$ cat config.mk
export PLATFORM = sky130hd
export DESIGN_NAME = sixel_row_run_length_encoder_unit
export DESIGN_NICKNAME = d
export VERILOG_FILES = /design/src/hw/rtl/srle_pkg.sv /design/src/hw/rtl/sixel_row_run_length_encoder_unit.sv /design/src/hw/rtl/srle_front.sv /design/src/hw/rtl/srle_fifo.sv /design/src/hw/rtl/srle_back.sv
export SDC_FILE = /design/constraint.sdc
export NUM_CORES = 1
export LEC_CHECK = 0
export ABC_AREA = 1
export CAP_MARGIN = 20
export CORE_UTILIZATION = 40
export DETAILED_ROUTE_END_ITERATION = 6
export DONT_BUFFER_PORTS = 1
export GPL_TIMING_DRIVEN = 1
export PLACE_DENSITY = 0.55
export SETUP_SLACK_MARGIN = 0.1
export SKIP_LAST_GASP = 1
export SYNTH_ARGS = -nofsm -noshare
export SYNTH_HDL_FRONTEND = slang
export SYNTH_SLANG_ARGS = --single-unit
$ cat constraint.sdc
create_clock -name aclk -period 5.49 [get_ports aclk]
set_input_delay 0.2745 -clock aclk [delete_from_list [all_inputs] [get_ports aclk]]
set_output_delay 0.2745 -clock aclk [all_outputs]
set_load 0.1 [all_outputs]
$ cat src/hw/rtl/srle_pkg.sv
package srle_pkg;

    localparam int PAT_W       = 6;
    localparam int LEN_W       = 13;
    localparam int CHAR_W      = 7;
    localparam int QUEUE_DEPTH = 4;
    localparam int QPTR_W      = $clog2(QUEUE_DEPTH);
    localparam int QCNT_W      = $clog2(QUEUE_DEPTH + 1);
    localparam int DIGITS      = 4;
    localparam int DIG_IDX_W   = $clog2(DIGITS);
    localparam int NDIG_W      = $clog2(DIGITS + 1);
    localparam int THR_W       = 3;

    localparam logic [CHAR_W-1:0] CHAR_BASE   = 7'd63;
    localparam logic [CHAR_W-1:0] REPEAT_MARK = 7'd33;
    localparam logic [CHAR_W-1:0] DIGIT_BASE  = 7'd48;
    localparam logic [THR_W-1:0]  LITERAL_BUDGET = 3'd7;
    localparam logic [7:0]        MIN_RUN_RESET  = 8'd4;

    // floor(v / 10) = (v * RECIP_TEN) >> 16 for v below 16384
    localparam logic [13:0] RECIP_TEN = 14'd6554;

    typedef struct packed {
        logic             old_v;
        logic [PAT_W-1:0] old_pat;
        logic [LEN_W-1:0] old_len;
        logic             fin_v;
        logic [PAT_W-1:0] fin_pat;
        logic [LEN_W-1:0] fin_len;
        logic             last;
    } cmd_t;

    typedef enum logic [5:0] {
        ST_IDLE  = 6'b000001,
        ST_CONV  = 6'b000010,
        ST_MARK  = 6'b000100,
        ST_DIGIT = 6'b001000,
        ST_CHAR  = 6'b010000,
        ST_EMPTY = 6'b100000
    } back_state_t;

endpackage

$ cat src/hw/rtl/sixel_row_run_length_encoder_unit.sv
// Channel  Direction  Handshake          Word
// s_       in         s_valid/s_ready    s_column_mask[5:0], s_last_column
// m_       out        m_valid/m_ready    m_out_char[6:0], m_char_valid, m_row_end
// cfg_     in         cfg_wr_en          cfg_wr_data[7:0] (min_repeat_run)
//
// Input: one word per cycle while the 4-entry command queue has room.
// Output: one character per cycle while m_ready is high; a repeat run's count first
// runs through the divide-by-ten unit digit by digit; an idle back end pops in ST_IDLE.
// Reset: aresetn, synchronous; clears run state, queue and output valid flag.
// m_ready low holds the output register; the queue absorbs input meanwhile.
module sixel_row_run_length_encoder_unit #(
    parameter int MAX_COLUMNS = 4096
) (
    input  logic       aclk,
    input  logic       aresetn,
    input  logic       cfg_wr_en,
    input  logic [7:0] cfg_wr_data,
    input  logic       s_valid,
    output logic       s_ready,
    input  logic [5:0] s_column_mask,
    input  logic       s_last_column,
    output logic       m_valid,
    input  logic       m_ready,
    output logic [6:0] m_out_char,
    output logic       m_char_valid,
    output logic       m_row_end
);

    logic [7:0]     min_repeat_run_reg, min_repeat_run_next;
    logic           q_push, q_full, q_pop, q_empty;
    srle_pkg::cmd_t push_cmd, pop_cmd;

    assign min_repeat_run_next = cfg_wr_en ? cfg_wr_data : min_repeat_run_reg;

    always_ff @(posedge aclk) begin
        if (!aresetn) begin
            min_repeat_run_reg <= srle_pkg::MIN_RUN_RESET;
        end else begin
            min_repeat_run_reg <= min_repeat_run_next;
        end
    end

    srle_front #(
        .MAX_COLUMNS(MAX_COLUMNS)
    ) u_front (
        .aclk          (aclk),
        .aresetn       (aresetn),
        .s_valid       (s_valid),
        .s_ready       (s_ready),
        .s_column_mask (s_column_mask),
        .s_last_column (s_last_column),
        .q_full        (q_full),
        .q_push        (q_push),
        .q_cmd         (push_cmd)
    );

    srle_fifo u_fifo (
        .aclk     (aclk),
        .aresetn  (aresetn),
        .push     (q_push),
        .push_cmd (push_cmd),
        .full     (q_full),
        .pop      (q_pop),
        .pop_cmd  (pop_cmd),
        .empty    (q_empty)
    );

    srle_back u_back (
        .aclk         (aclk),
        .aresetn      (aresetn),
        .min_run      (min_repeat_run_reg),
        .q_empty      (q_empty),
        .q_cmd        (pop_cmd),
        .q_pop        (q_pop),
        .m_valid      (m_valid),
        .m_ready      (m_ready),
        .m_out_char   (m_out_char),
        .m_char_valid (m_char_valid),
        .m_row_end    (m_row_end)
    );

endmodule

$ cat src/hw/rtl/srle_front.sv
module srle_front #(
    parameter int MAX_COLUMNS = 4096
) (
    input  logic                      aclk,
    input  logic                      aresetn,
    input  logic                      s_valid,
    output logic                      s_ready,
    input  logic [srle_pkg::PAT_W-1:0] s_column_mask,
    input  logic                      s_last_column,
    input  logic                      q_full,
    output logic                      q_push,
    output srle_pkg::cmd_t            q_cmd
);

    logic [srle_pkg::PAT_W-1:0] run_pattern_reg, run_pattern_next;
    logic [srle_pkg::LEN_W-1:0] run_length_reg, run_length_next;
    logic                       run_open_reg, run_open_next;

    logic                       accept;
    logic                       extend;
    logic [srle_pkg::PAT_W-1:0] cur_pat;
    logic [srle_pkg::LEN_W-1:0] cur_len;

    assign s_ready = !q_full;
    assign accept  = s_valid && !q_full;

    assign extend = run_open_reg && (s_column_mask == run_pattern_reg)
                    && (run_length_reg < srle_pkg::LEN_W'(MAX_COLUMNS));

    always_comb begin
        if (extend) begin
            cur_pat = run_pattern_reg;
            cur_len = run_length_reg + srle_pkg::LEN_W'(1);
        end else begin
            cur_pat = s_column_mask;
            cur_len = srle_pkg::LEN_W'(1);
        end
    end

    always_comb begin
        q_cmd.old_v   = run_open_reg && !extend;
        q_cmd.old_pat = run_pattern_reg;
        q_cmd.old_len = run_length_reg;
        q_cmd.fin_v   = s_last_column && (cur_pat != '0);
        q_cmd.fin_pat = cur_pat;
        q_cmd.fin_len = cur_len;
        q_cmd.last    = s_last_column;
    end

    assign q_push = accept && (q_cmd.old_v || s_last_column);

    always_comb begin
        run_pattern_next = run_pattern_reg;
        run_length_next  = run_length_reg;
        run_open_next    = run_open_reg;
        if (accept) begin
            if (s_last_column) begin
                run_pattern_next = '0;
                run_length_next  = '0;
                run_open_next    = 1'b0;
            end else begin
                run_pattern_next = cur_pat;
                run_length_next  = cur_len;
                run_open_next    = 1'b1;
            end
        end
    end

    always_ff @(posedge aclk) begin
        if (!aresetn) begin
            run_pattern_reg <= '0;
            run_length_reg  <= '0;
            run_open_reg    <= 1'b0;
        end else begin
            run_pattern_reg <= run_pattern_next;
            run_length_reg  <= run_length_next;
            run_open_reg    <= run_open_next;
        end
    end

endmodule

$ cat src/hw/rtl/srle_fifo.sv
module srle_fifo (
    input  logic           aclk,
    input  logic           aresetn,
    input  logic           push,
    input  srle_pkg::cmd_t push_cmd,
    output logic           full,
    input  logic           pop,
    output srle_pkg::cmd_t pop_cmd,
    output logic           empty
);

    srle_pkg::cmd_t entry_reg [srle_pkg::QUEUE_DEPTH];

    logic [srle_pkg::QPTR_W-1:0] wr_ptr_reg, wr_ptr_next;
    logic [srle_pkg::QPTR_W-1:0] rd_ptr_reg, rd_ptr_next;
    logic [srle_pkg::QCNT_W-1:0] count_reg, count_next;
    logic                        do_push, do_pop;

    assign full    = (count_reg == srle_pkg::QCNT_W'(srle_pkg::QUEUE_DEPTH));
    assign empty   = (count_reg == '0);
    assign do_push = push && !full;
    assign do_pop  = pop && !empty;
    assign pop_cmd = entry_reg[rd_ptr_reg];

    always_comb begin
        wr_ptr_next = do_push ? wr_ptr_reg + srle_pkg::QPTR_W'(1) : wr_ptr_reg;
        rd_ptr_next = do_pop ? rd_ptr_reg + srle_pkg::QPTR_W'(1) : rd_ptr_reg;
        count_next  = count_reg;
        if (do_push && !do_pop) begin
            count_next = count_reg + srle_pkg::QCNT_W'(1);
        end else if (do_pop && !do_push) begin
            count_next = count_reg - srle_pkg::QCNT_W'(1);
        end
    end

    always_ff @(posedge aclk) begin
        if (!aresetn) begin
            wr_ptr_reg <= '0;
            rd_ptr_reg <= '0;
            count_reg  <= '0;
        end else begin
            wr_ptr_reg <= wr_ptr_next;
            rd_ptr_reg <= rd_ptr_next;
            count_reg  <= count_next;
        end
    end

    always_ff @(posedge aclk) begin
        if (do_push) begin
            entry_reg[wr_ptr_reg] <= push_cmd;
        end
    end

endmodule

$ cat src/hw/rtl/srle_back.sv
module srle_back (
    input  logic                        aclk,
    input  logic                        aresetn,
    input  logic [7:0]                  min_run,
    input  logic                        q_empty,
    input  srle_pkg::cmd_t              q_cmd,
    output logic                        q_pop,
    output logic                        m_valid,
    input  logic                        m_ready,
    output logic [srle_pkg::CHAR_W-1:0] m_out_char,
    output logic                        m_char_valid,
    output logic                        m_row_end
);

    srle_pkg::back_state_t state_reg, state_next;

    logic [srle_pkg::PAT_W-1:0]  pat_reg, pat_next;
    logic [srle_pkg::LEN_W-1:0]  len_reg, len_next;
    logic [srle_pkg::LEN_W-1:0]  div_reg, div_next;
    logic [3:0]                  dig_reg [srle_pkg::DIGITS];
    logic [3:0]                  dig_next [srle_pkg::DIGITS];
    logic [srle_pkg::NDIG_W-1:0] ndig_reg, ndig_next;
    logic                        sec_v_reg, sec_v_next;
    logic [srle_pkg::PAT_W-1:0]  sec_pat_reg, sec_pat_next;
    logic [srle_pkg::LEN_W-1:0]  sec_len_reg, sec_len_next;
    logic                        last_reg, last_next;

    logic                        m_valid_reg, m_valid_next;
    logic [srle_pkg::CHAR_W-1:0] out_char_reg;
    logic                        char_valid_reg, row_end_reg;

    logic [srle_pkg::THR_W-1:0]  thr;
    logic                        slot_free;
    logic                        fetch;
    logic                        emit;
    logic [srle_pkg::CHAR_W-1:0] e_char;
    logic                        e_cv, e_end;
    logic                        seg_go;
    logic [srle_pkg::PAT_W-1:0]  seg_pat;
    logic [srle_pkg::LEN_W-1:0]  seg_len;
    logic [26:0]                 prod;
    logic [9:0]                  quot;
    logic [13:0]                 quot_x10;
    logic [3:0]                  rem;
    logic [srle_pkg::DIG_IDX_W-1:0] dig_idx;

    assign thr = (min_run > 8'(srle_pkg::LITERAL_BUDGET)) ? srle_pkg::LITERAL_BUDGET
                                                          : min_run[srle_pkg::THR_W-1:0];
    assign slot_free = !m_valid_reg || m_ready;

    // divide by ten, one digit per cycle
    assign prod     = {1'b0, div_reg} * srle_pkg::RECIP_TEN;
    assign quot     = prod[25:16];
    assign quot_x10 = {1'b0, quot, 3'b000} + {3'b000, quot, 1'b0};
    assign rem      = 4'(14'({1'b0, div_reg}) - quot_x10);
    assign dig_idx  = srle_pkg::DIG_IDX_W'(ndig_reg - srle_pkg::NDIG_W'(1));

    always_comb begin
        state_next   = state_reg;
        pat_next     = pat_reg;
        len_next     = len_reg;
        div_next     = div_reg;
        dig_next     = dig_reg;
        ndig_next    = ndig_reg;
        sec_v_next   = sec_v_reg;
        sec_pat_next = sec_pat_reg;
        sec_len_next = sec_len_reg;
        last_next    = last_reg;
        fetch        = 1'b0;
        emit         = 1'b0;
        e_char       = '0;
        e_cv         = 1'b0;
        e_end        = 1'b0;
        seg_go       = 1'b0;
        seg_pat      = sec_pat_reg;
        seg_len      = sec_len_reg;
        q_pop        = 1'b0;

        case (state_reg)
            srle_pkg::ST_IDLE: begin
                fetch = 1'b1;
            end
            srle_pkg::ST_CONV: begin
                div_next = srle_pkg::LEN_W'(quot);
                dig_next[srle_pkg::DIG_IDX_W'(ndig_reg)] = rem;
                ndig_next = ndig_reg + srle_pkg::NDIG_W'(1);
                if (quot == '0) begin
                    state_next = srle_pkg::ST_MARK;
                end
            end
            srle_pkg::ST_MARK: begin
                if (slot_free) begin
                    emit       = 1'b1;
                    e_char     = srle_pkg::REPEAT_MARK;
                    e_cv       = 1'b1;
                    state_next = srle_pkg::ST_DIGIT;
                end
            end
            srle_pkg::ST_DIGIT: begin
                if (slot_free) begin
                    emit      = 1'b1;
                    e_char    = srle_pkg::DIGIT_BASE + srle_pkg::CHAR_W'(dig_reg[dig_idx]);
                    e_cv      = 1'b1;
                    ndig_next = ndig_reg - srle_pkg::NDIG_W'(1);
                    if (ndig_reg == srle_pkg::NDIG_W'(1)) begin
                        state_next = srle_pkg::ST_CHAR;
                        len_next   = srle_pkg::LEN_W'(1);
                    end
                end
            end
            srle_pkg::ST_CHAR: begin
                if (slot_free) begin
                    emit     = 1'b1;
                    e_char   = srle_pkg::CHAR_BASE + srle_pkg::CHAR_W'(pat_reg);
                    e_cv     = 1'b1;
                    len_next = len_reg - srle_pkg::LEN_W'(1);
                    if (len_reg == srle_pkg::LEN_W'(1)) begin
                        e_end = last_reg && !sec_v_reg;
                        if (sec_v_reg) begin
                            seg_go     = 1'b1;
                            sec_v_next = 1'b0;
                        end else begin
                            fetch = 1'b1;
                        end
                    end
                end
            end
            srle_pkg::ST_EMPTY: begin
                if (slot_free) begin
                    emit  = 1'b1;
                    e_end = 1'b1;
                    fetch = 1'b1;
                end
            end
            default: begin
                state_next = srle_pkg::ST_IDLE;
            end
        endcase

        if (fetch) begin
            state_next = srle_pkg::ST_IDLE;
            if (!q_empty) begin
                q_pop        = 1'b1;
                last_next    = q_cmd.last;
                sec_pat_next = q_cmd.fin_pat;
                sec_len_next = q_cmd.fin_len;
                if (q_cmd.old_v) begin
                    seg_go     = 1'b1;
                    seg_pat    = q_cmd.old_pat;
                    seg_len    = q_cmd.old_len;
                    sec_v_next = q_cmd.fin_v;
                end else if (q_cmd.fin_v) begin
                    seg_go     = 1'b1;
                    seg_pat    = q_cmd.fin_pat;
                    seg_len    = q_cmd.fin_len;
                    sec_v_next = 1'b0;
                end else begin
                    sec_v_next = 1'b0;
                    state_next = srle_pkg::ST_EMPTY;
                end
            end
        end

        if (seg_go) begin
            pat_next = seg_pat;
            if (seg_len >= srle_pkg::LEN_W'(thr)) begin
                state_next = srle_pkg::ST_CONV;
                div_next   = seg_len;
                ndig_next  = '0;
            end else begin
                state_next = srle_pkg::ST_CHAR;
                len_next   = seg_len;
            end
        end

        if (emit) begin
            m_valid_next = 1'b1;
        end else if (m_ready) begin
            m_valid_next = 1'b0;
        end else begin
            m_valid_next = m_valid_reg;
        end
    end

    always_ff @(posedge aclk) begin
        if (!aresetn) begin
            state_reg   <= srle_pkg::ST_IDLE;
            sec_v_reg   <= 1'b0;
            m_valid_reg <= 1'b0;
        end else begin
            state_reg   <= state_next;
            sec_v_reg   <= sec_v_next;
            m_valid_reg <= m_valid_next;
        end
    end

    always_ff @(posedge aclk) begin
        pat_reg     <= pat_next;
        len_reg     <= len_next;
        div_reg     <= div_next;
        dig_reg     <= dig_next;
        ndig_reg    <= ndig_next;
        sec_pat_reg <= sec_pat_next;
        sec_len_reg <= sec_len_next;
        last_reg    <= last_next;
        if (emit) begin
            out_char_reg   <= e_char;
            char_valid_reg <= e_cv;
            row_end_reg    <= e_end;
        end
    end

    assign m_valid      = m_valid_reg;
    assign m_out_char   = out_char_reg;
    assign m_char_valid = char_valid_reg;
    assign m_row_end    = row_end_reg;

endmodule

# Yosys cells after proc, flatten, opt, wreduce, memory -nomap -nowiden
# Memory sizes are Yosys's and may differ from the RTL's. A register that Yosys moved wholly into a read port is not among the register bits.
# Cells that the tools add are included.
totals:
  n_memories: 1
  in_bits: 20
  regBits: 123
  ram_bits: 164
  wordCells: 174
mem_list:
  columns: ["name", "depth", "width", "rd", "rd_clocked_by_memory_dff", "write_ports", "line_no", "text"]
  rows:
  - ["u_fifo.entry_reg", 4, 41, 1, 1, 1, "srle_fifo.sv:12", "srle_pkg::cmd_t entry_reg [srle_pkg::QUEUE_DEPTH];"]
classes:
  n_addsub: 12
  magnitude_cmp: 6
  mul: 1
  bitwise: 3
  eq_ne: 15
  reduce_logical: 31
  mux: 81
op_table:
  columns: ["operator", "count"]
  rows:
  - ["2-to-1 mux 13 bit", 14]
  - ["2-to-1 mux 6 bit", 16]
  - ["2-to-1 mux 1 bit", 28]
  - ["one-hot mux 13 bit (2 select lines)", 1]
  - ["multiplier 13 x 12 -> 25 bit, second input constant", 1]
  - ["one-hot mux 6 bit (4 select lines)", 1]
  - ["one-hot mux 7 bit (3 select lines)", 1]
  - ["2-to-1 mux 3 bit", 6]
  - ["bitwise mux 16 bit", 1]
  - ["inequality test 4 x 1 -> 1 bit, second input constant", 4]
  - ["2-to-1 mux 7 bit", 2]
  - ["adder 13 x 1 -> 13 bit, second input constant", 1]
  - ["== test 13 x 1 -> 1 bit, second input constant", 1]
  - [">= comparator 13 x 3 -> 1 bit", 1]
  - ["less-than comparator 13 bit, second input constant", 1]
  - ["subtractor 13 x 1 -> 13 bit, second input constant", 1]
  - ["logical AND 1 bit", 12]
  - ["2-to-1 mux 4 bit", 3]
  - ["logical NOT 10 bit", 1]
  - ["binary-select mux 4 bit (select 2 bit)", 1]
  - ["demux 4 bit (select 2 bit)", 1]
  - ["> comparator 8 x 3 -> 1 bit, second input constant", 1]
  - ["adder 6 x 4 -> 7 bit, first input constant", 1]
  - ["adder 6 x 6 -> 7 bit, first input constant", 1]
  - ["other kinds (33)", 48]

# Logic depth before layout (Yosys ltp)
depth:
  word_depth: 12
  depth_mapped: 30
  mapped_depth_nobuf: 30

# By module
# From an unflattened synthesis, not the netlist that was laid out.
unflattened:
  cells_unflattened: 1792
  area_unflattened_um2: 16507.1
modules_own_cells:
  columns: ["module", "cells_per_inst", "area_each_um2", "n_inst"]
  rows:
  - ["srle_back", 1045, 8222.9, 1]
  - ["srle_fifo", 466, 6563.8, 1]
  - ["srle_front", 231, 1380.1, 1]
  - ["sixel_row_run_length_encoder_unit", 50, 340.3, 1]

# Least setup slack after synthesis
# Ideal clock, no wire load.
synth_path:
  path_kind: "reg2reg"
  start: "reg u_back.div_reg[3] (netlist bit)"
  end: "reg u_back.dig_reg[11] (netlist bit), data pin"
  period_less_slack_ns: 4.776
  stages_incl_launch_ff: 23
  path_slack_ns: 0.714
  t_arrival_ns: 4.596
  setup_ns: 0.180
  path_cell_list: "dfxtp_1 -> ha_1 -> inv_1 -> fa_1 -> inv_1 -> fa_1 -> inv_1 -> fa_1 -> inv_1 -> fa_1 -> ha_1 -> nand2_1 -> nor2_1 -> inv_1 -> nor2_1 -> nand2_1 -> nand3b_1 -> nand2_1 -> nand2_1 -> ha_1 -> xor2_1 -> xor2_1 -> xor2_1"
synth_via:
  elab_chain_cells: 4
synth_lines:
  columns: ["item", "line_no", "text"]
  rows:
  - ["from (decl)", "srle_back.sv:19", "logic [srle_pkg::LEN_W-1:0] div_reg, div_next;"]
  - ["from (signal assigned)", "srle_back.sv:200", "div_reg <= div_next;"]
  - ["multiplier 13 x 12 -> 25 bit", "srle_back.sv:52", "assign prod = {1'b0, div_reg} * srle_pkg::RECIP_TEN;"]
  - ["adder 4 bit", "srle_back.sv:54", "assign quot_x10 = {1'b0, quot, 3'b000} + {3'b000, quot, 1'b0};"]
  - ["subtractor 4 bit (*)", "srle_back.sv:55", "assign rem = 4'(14'({1'b0, div_reg}) - quot_x10);"]
  - ["net u_back.rem[3]", "srle_back.sv:44", "logic [3:0] rem;"]
  - ["bitwise mux 16 bit (*)", "srle_back.sv:85", "dig_next[srle_pkg::DIG_IDX_W'(ndig_reg)] = rem;"]
  - ["to (signal assigned)", "srle_back.sv:201", "dig_reg <= dig_next;"]
  - ["to (decl)", "srle_back.sv:20", "logic [3:0] dig_reg [srle_pkg::DIGITS];"]
# Mark *: on every way through the listed nets, which the timed path passes. The rest lies on a longest branch.
# A chain may end at the register's enable or synchronous reset.

# Worst setup path in the final report
layout_path:
  start: "reg u_back.div_reg[4] (netlist bit)"
  end: "reg u_back.dig_reg[11] (netlist bit), data pin"
layout_via:
  elab_chain_cells: 4
layout_lines:
  columns: ["item", "line_no"]
  rows:
  - ["multiplier 13 x 12 -> 25 bit", "srle_back.sv:52"]
  - ["adder 4 bit", "srle_back.sv:54"]
  - ["subtractor 4 bit", "srle_back.sv:55"]
  - ["net u_back.rem[3]", "srle_back.sv:44"]
  - ["bitwise mux 16 bit", "srle_back.sv:85"]
# The timed path passes the listed nets, and every way through them passes these cells.

==> results_dict.tcl <==
set metrics [dict create \
    grt_busiest_layer "met2" \
    start_kind "flip-flop" \
    relSlewSlack_pct 36.51 \
    period_minus_slack_ns 5.106 \
    track_usage_pct 19.02 \
    drc 0 \
    cts_tree "done" \
    synth_area_leaders "edfxtp_1 41%, dfxtp_1 9.4%, ha_1 8.8%" \
    synth-adder-area-share_pct 14.21 \
    synth_top_cells_by_count "359 x nand2_1, 238 x inv_1, 215 x edfxtp_1" \
    syn_nets 1862 \
    synth_most_common_cell "nand2_1" \
    ys_ff_latch 289 \
    crit_type "reg -> reg" \
    first_global_vias 10985 \
    grt_remaining_overflow 0 \
    synth_ff_type "edfxtp_1" \
    clockBufferDepth 3 \
    drt-wirelength-per-cell_um 17.08 \
    synth_mux_area_share_pct 0 \
    synth_edf_count 215 \
    die_width_um 200.9 \
    grt_max_degree 50 \
    synth_xor_area_share_pct 0.9961 \
    synthSimpleGateAreaFrac_pct 17.08 \
    cts-buffers-inserted 29 \
    async_flop_share_pct 0 \
    timing.critical_path.to_type "flip-flop" \
    gp_congestion 0.9353 \
    grt_pass1_wl_um 60840 \
    outcome "finished, final reports clean" \
    synth_top_area_share_pct 40.79 \
    h-tree-depth 1 \
    synth_top_area_cell "edfxtp_1" \
    largest_reg_flops 164 \
    vias 11310 \
    n_antenna_cell 0 \
    slowest_delay_ns 0.56 \
    tns_ns 0 \
    global_route.usage.met3_pct 2.857 \
    avgSynthCellArea_um2 9.376 \
    synth_top_family_by_area "simple AND/OR/NAND/NOR gates" \
    antenna_found_initial 0 \
    worst_pin_slew_ns 0.9543 \
    yosysUniqueCellTypes 52 \
    dp_hpwl_um 26050 \
    path_buf_inv 3 \
    drt-vias-per-instance 5.040 \
    antenna_left 0 \
    crit_cells 20 \
    use_met2_pct 31.01 \
    cts_sinks 289 \
    yosys_warnings 0 \
    multi_input_area_um2 6795 \
    period_share_pct 93.01 \
    cts_root_buf "clkbuf_16" \
    synth_compound_area_share_pct 10.05 \
    clock_latency_ns 0.57 \
    drtIter0Drc 627 \
    dieArea_um2 40360 \
    holdPathStages 4 \
    clock.fmax_mhz 195.8 \
    crit_family "adder cells" \
    rows 72 \
    worstHoldPathType "in -> reg" \
    syn_to_final_growth_pct 11.16 \
    rsz0062_at_grt "no" \
    nets 1877 \
    dr.pass1.iters 7 \
    critPathRequiredTime_ns 5.85 \
    wl_um 38330 \
    io_buffer_count 0 \
    arrival_ns 5.46 \
    clkTransAtPathRegs_ns 0.07 \
    cap_violations 0 \
    register_area_um2 7946 \
    finClkSkew_ns 0.02045 \
    postSynthCellCount 1688 \
    drive_gt1_share_pct 7.068 \
    grt.met1_usage_pct 26.28 \
    fillers 3715 \
    critPathMaxFanout 6 \
    ff2ff_path_depth 20 \
    netlist_area_um2 15830 \
    ios 31 \
    synth.yosys.seq_area_share_pct 50.15 \
    die_y_um 200.9 \
    finalSetupViolCount 0 \
    hold_viol_final 0 \
    initial_core_util_pct 40.76 \
    final-max-slew-violation-count 0 \
    cpMaxStageDelayCell "fa_1" \
    cp_cell_sequence "ha_1 -> fa_1 -> inv_1 -> fa_1 -> inv_1 -> fa_1 -> fa_1 -> ha_4 -> nand2_1 -> nor2_2 -> inv_1 -> nor2_1 -> nand2_1 -> nand3b_1 -> nand2_1 -> nand2_1 -> ha_1 -> xor2_1 -> xor2_1 -> xor2_1" \
    coreArea_um2 38830 \
]
-- kinds of logic (layout without fill, tap and decap cells) --
logic type / count (synthesis) / after routing
simple gates: 643 / 643
buf+inv: 302 / 340
flops: 289 / 289
compound gates: 282 / 282
fa+ha+maj: 154 / 154
xor+xnor: 18 / 18
-- final timing paths --
check                                                          to                        from  slack [ns]
worst max-delay path                 u_back.dig_reg[11]$_DFFE_PP_   u_back.div_reg[4]$_DFF_P_        0.38
worst min-delay path            u_fifo.entry_reg[0][20]$_DFFE_PP_            s_column_mask[5]        0.06
worst max register to register       u_back.dig_reg[11]$_DFFE_PP_   u_back.div_reg[4]$_DFF_P_        0.38
worst min register to register         u_back.len_reg[10]$_DFF_P_  u_back.len_reg[10]$_DFF_P_        0.47
-- routing by layer --
layer,up-vias,wire (µm)
met3,65,1661
met4,0,991
met1,5361,18210
met2,228,17460
met5,-,0
li1,5656,-
-- final cells by class --
cell class	instances	share of cell area, %
Inverter	245	5.228
Clock inverter	21	1.088
Multi-Input combinational cell	1097	38.63
Clock buffer	33	4.211
Timing Repair Buffer	41	1.991
Sequential cell	289	45.17
Tap cell	518	3.684
-- what timing repair did --
action                                  in CTS  in global routing
endpoints found under the hold margin       62                  0
gates resized for setup                      0                 17
endpoints found under the setup margin       0                  8
hold buffers                                17                  0
buffers inserted                             0                  0
-- per-stage QoR --
| step | cells | util, % | hold WS (ns) | area (µm²) | setup slack [ns] |
|---|---|---|---|---|---|
| after global placement | 2173 | 42.28 | 0.3616 | 16420 | 0.3427 |
| after detailed placement | 2173 | 42.28 | 0.3622 | 16420 | 0.2422 |
| after floorplan | 1688 | - | 0.3734 | 15830 | 0.7141 |
| after CTS | 2244 | 45.12 | 0.02692 | 17520 | 0.1935 |
| after global routing | 2244 | 45.31 | 0.09580 | 17590 | 0.1277 |
| final | 2244 | 45.31 | 0.05755 | 17590 | 0.3838 |
-- placed cells by master, fill, tap and decap left out, types with 29 or more instances in the layout --
| master | instances |
|---|---|
| fa_1 | 43 |
| nand3_1 | 62 |
| clkbuf_16 | 29 |
| nor2_1 | 152 |
| inv_1 | 238 |
| ha_1 | 107 |
| dfxtp_1 | 67 |
| o21ai_0 | 109 |
| edfxtp_1 | 215 |
| a21oi_1 | 95 |
| nand2_1 | 357 |
-- worst reg2reg max path, delay by kind of cell (launching register included) --
kind	cells	cell delay, ns
XOR/XNOR	3	0.63
adder cells (fa/ha/maj)	7	2.98
buffers and inverters	3	0.18
flip-flops	1	0.37
AND/OR/NAND/NOR	7	0.74
Power is left out: the tool's default activity adds up to more than one toggle a clock period on the data nets, which glitch-free logic cannot reach.
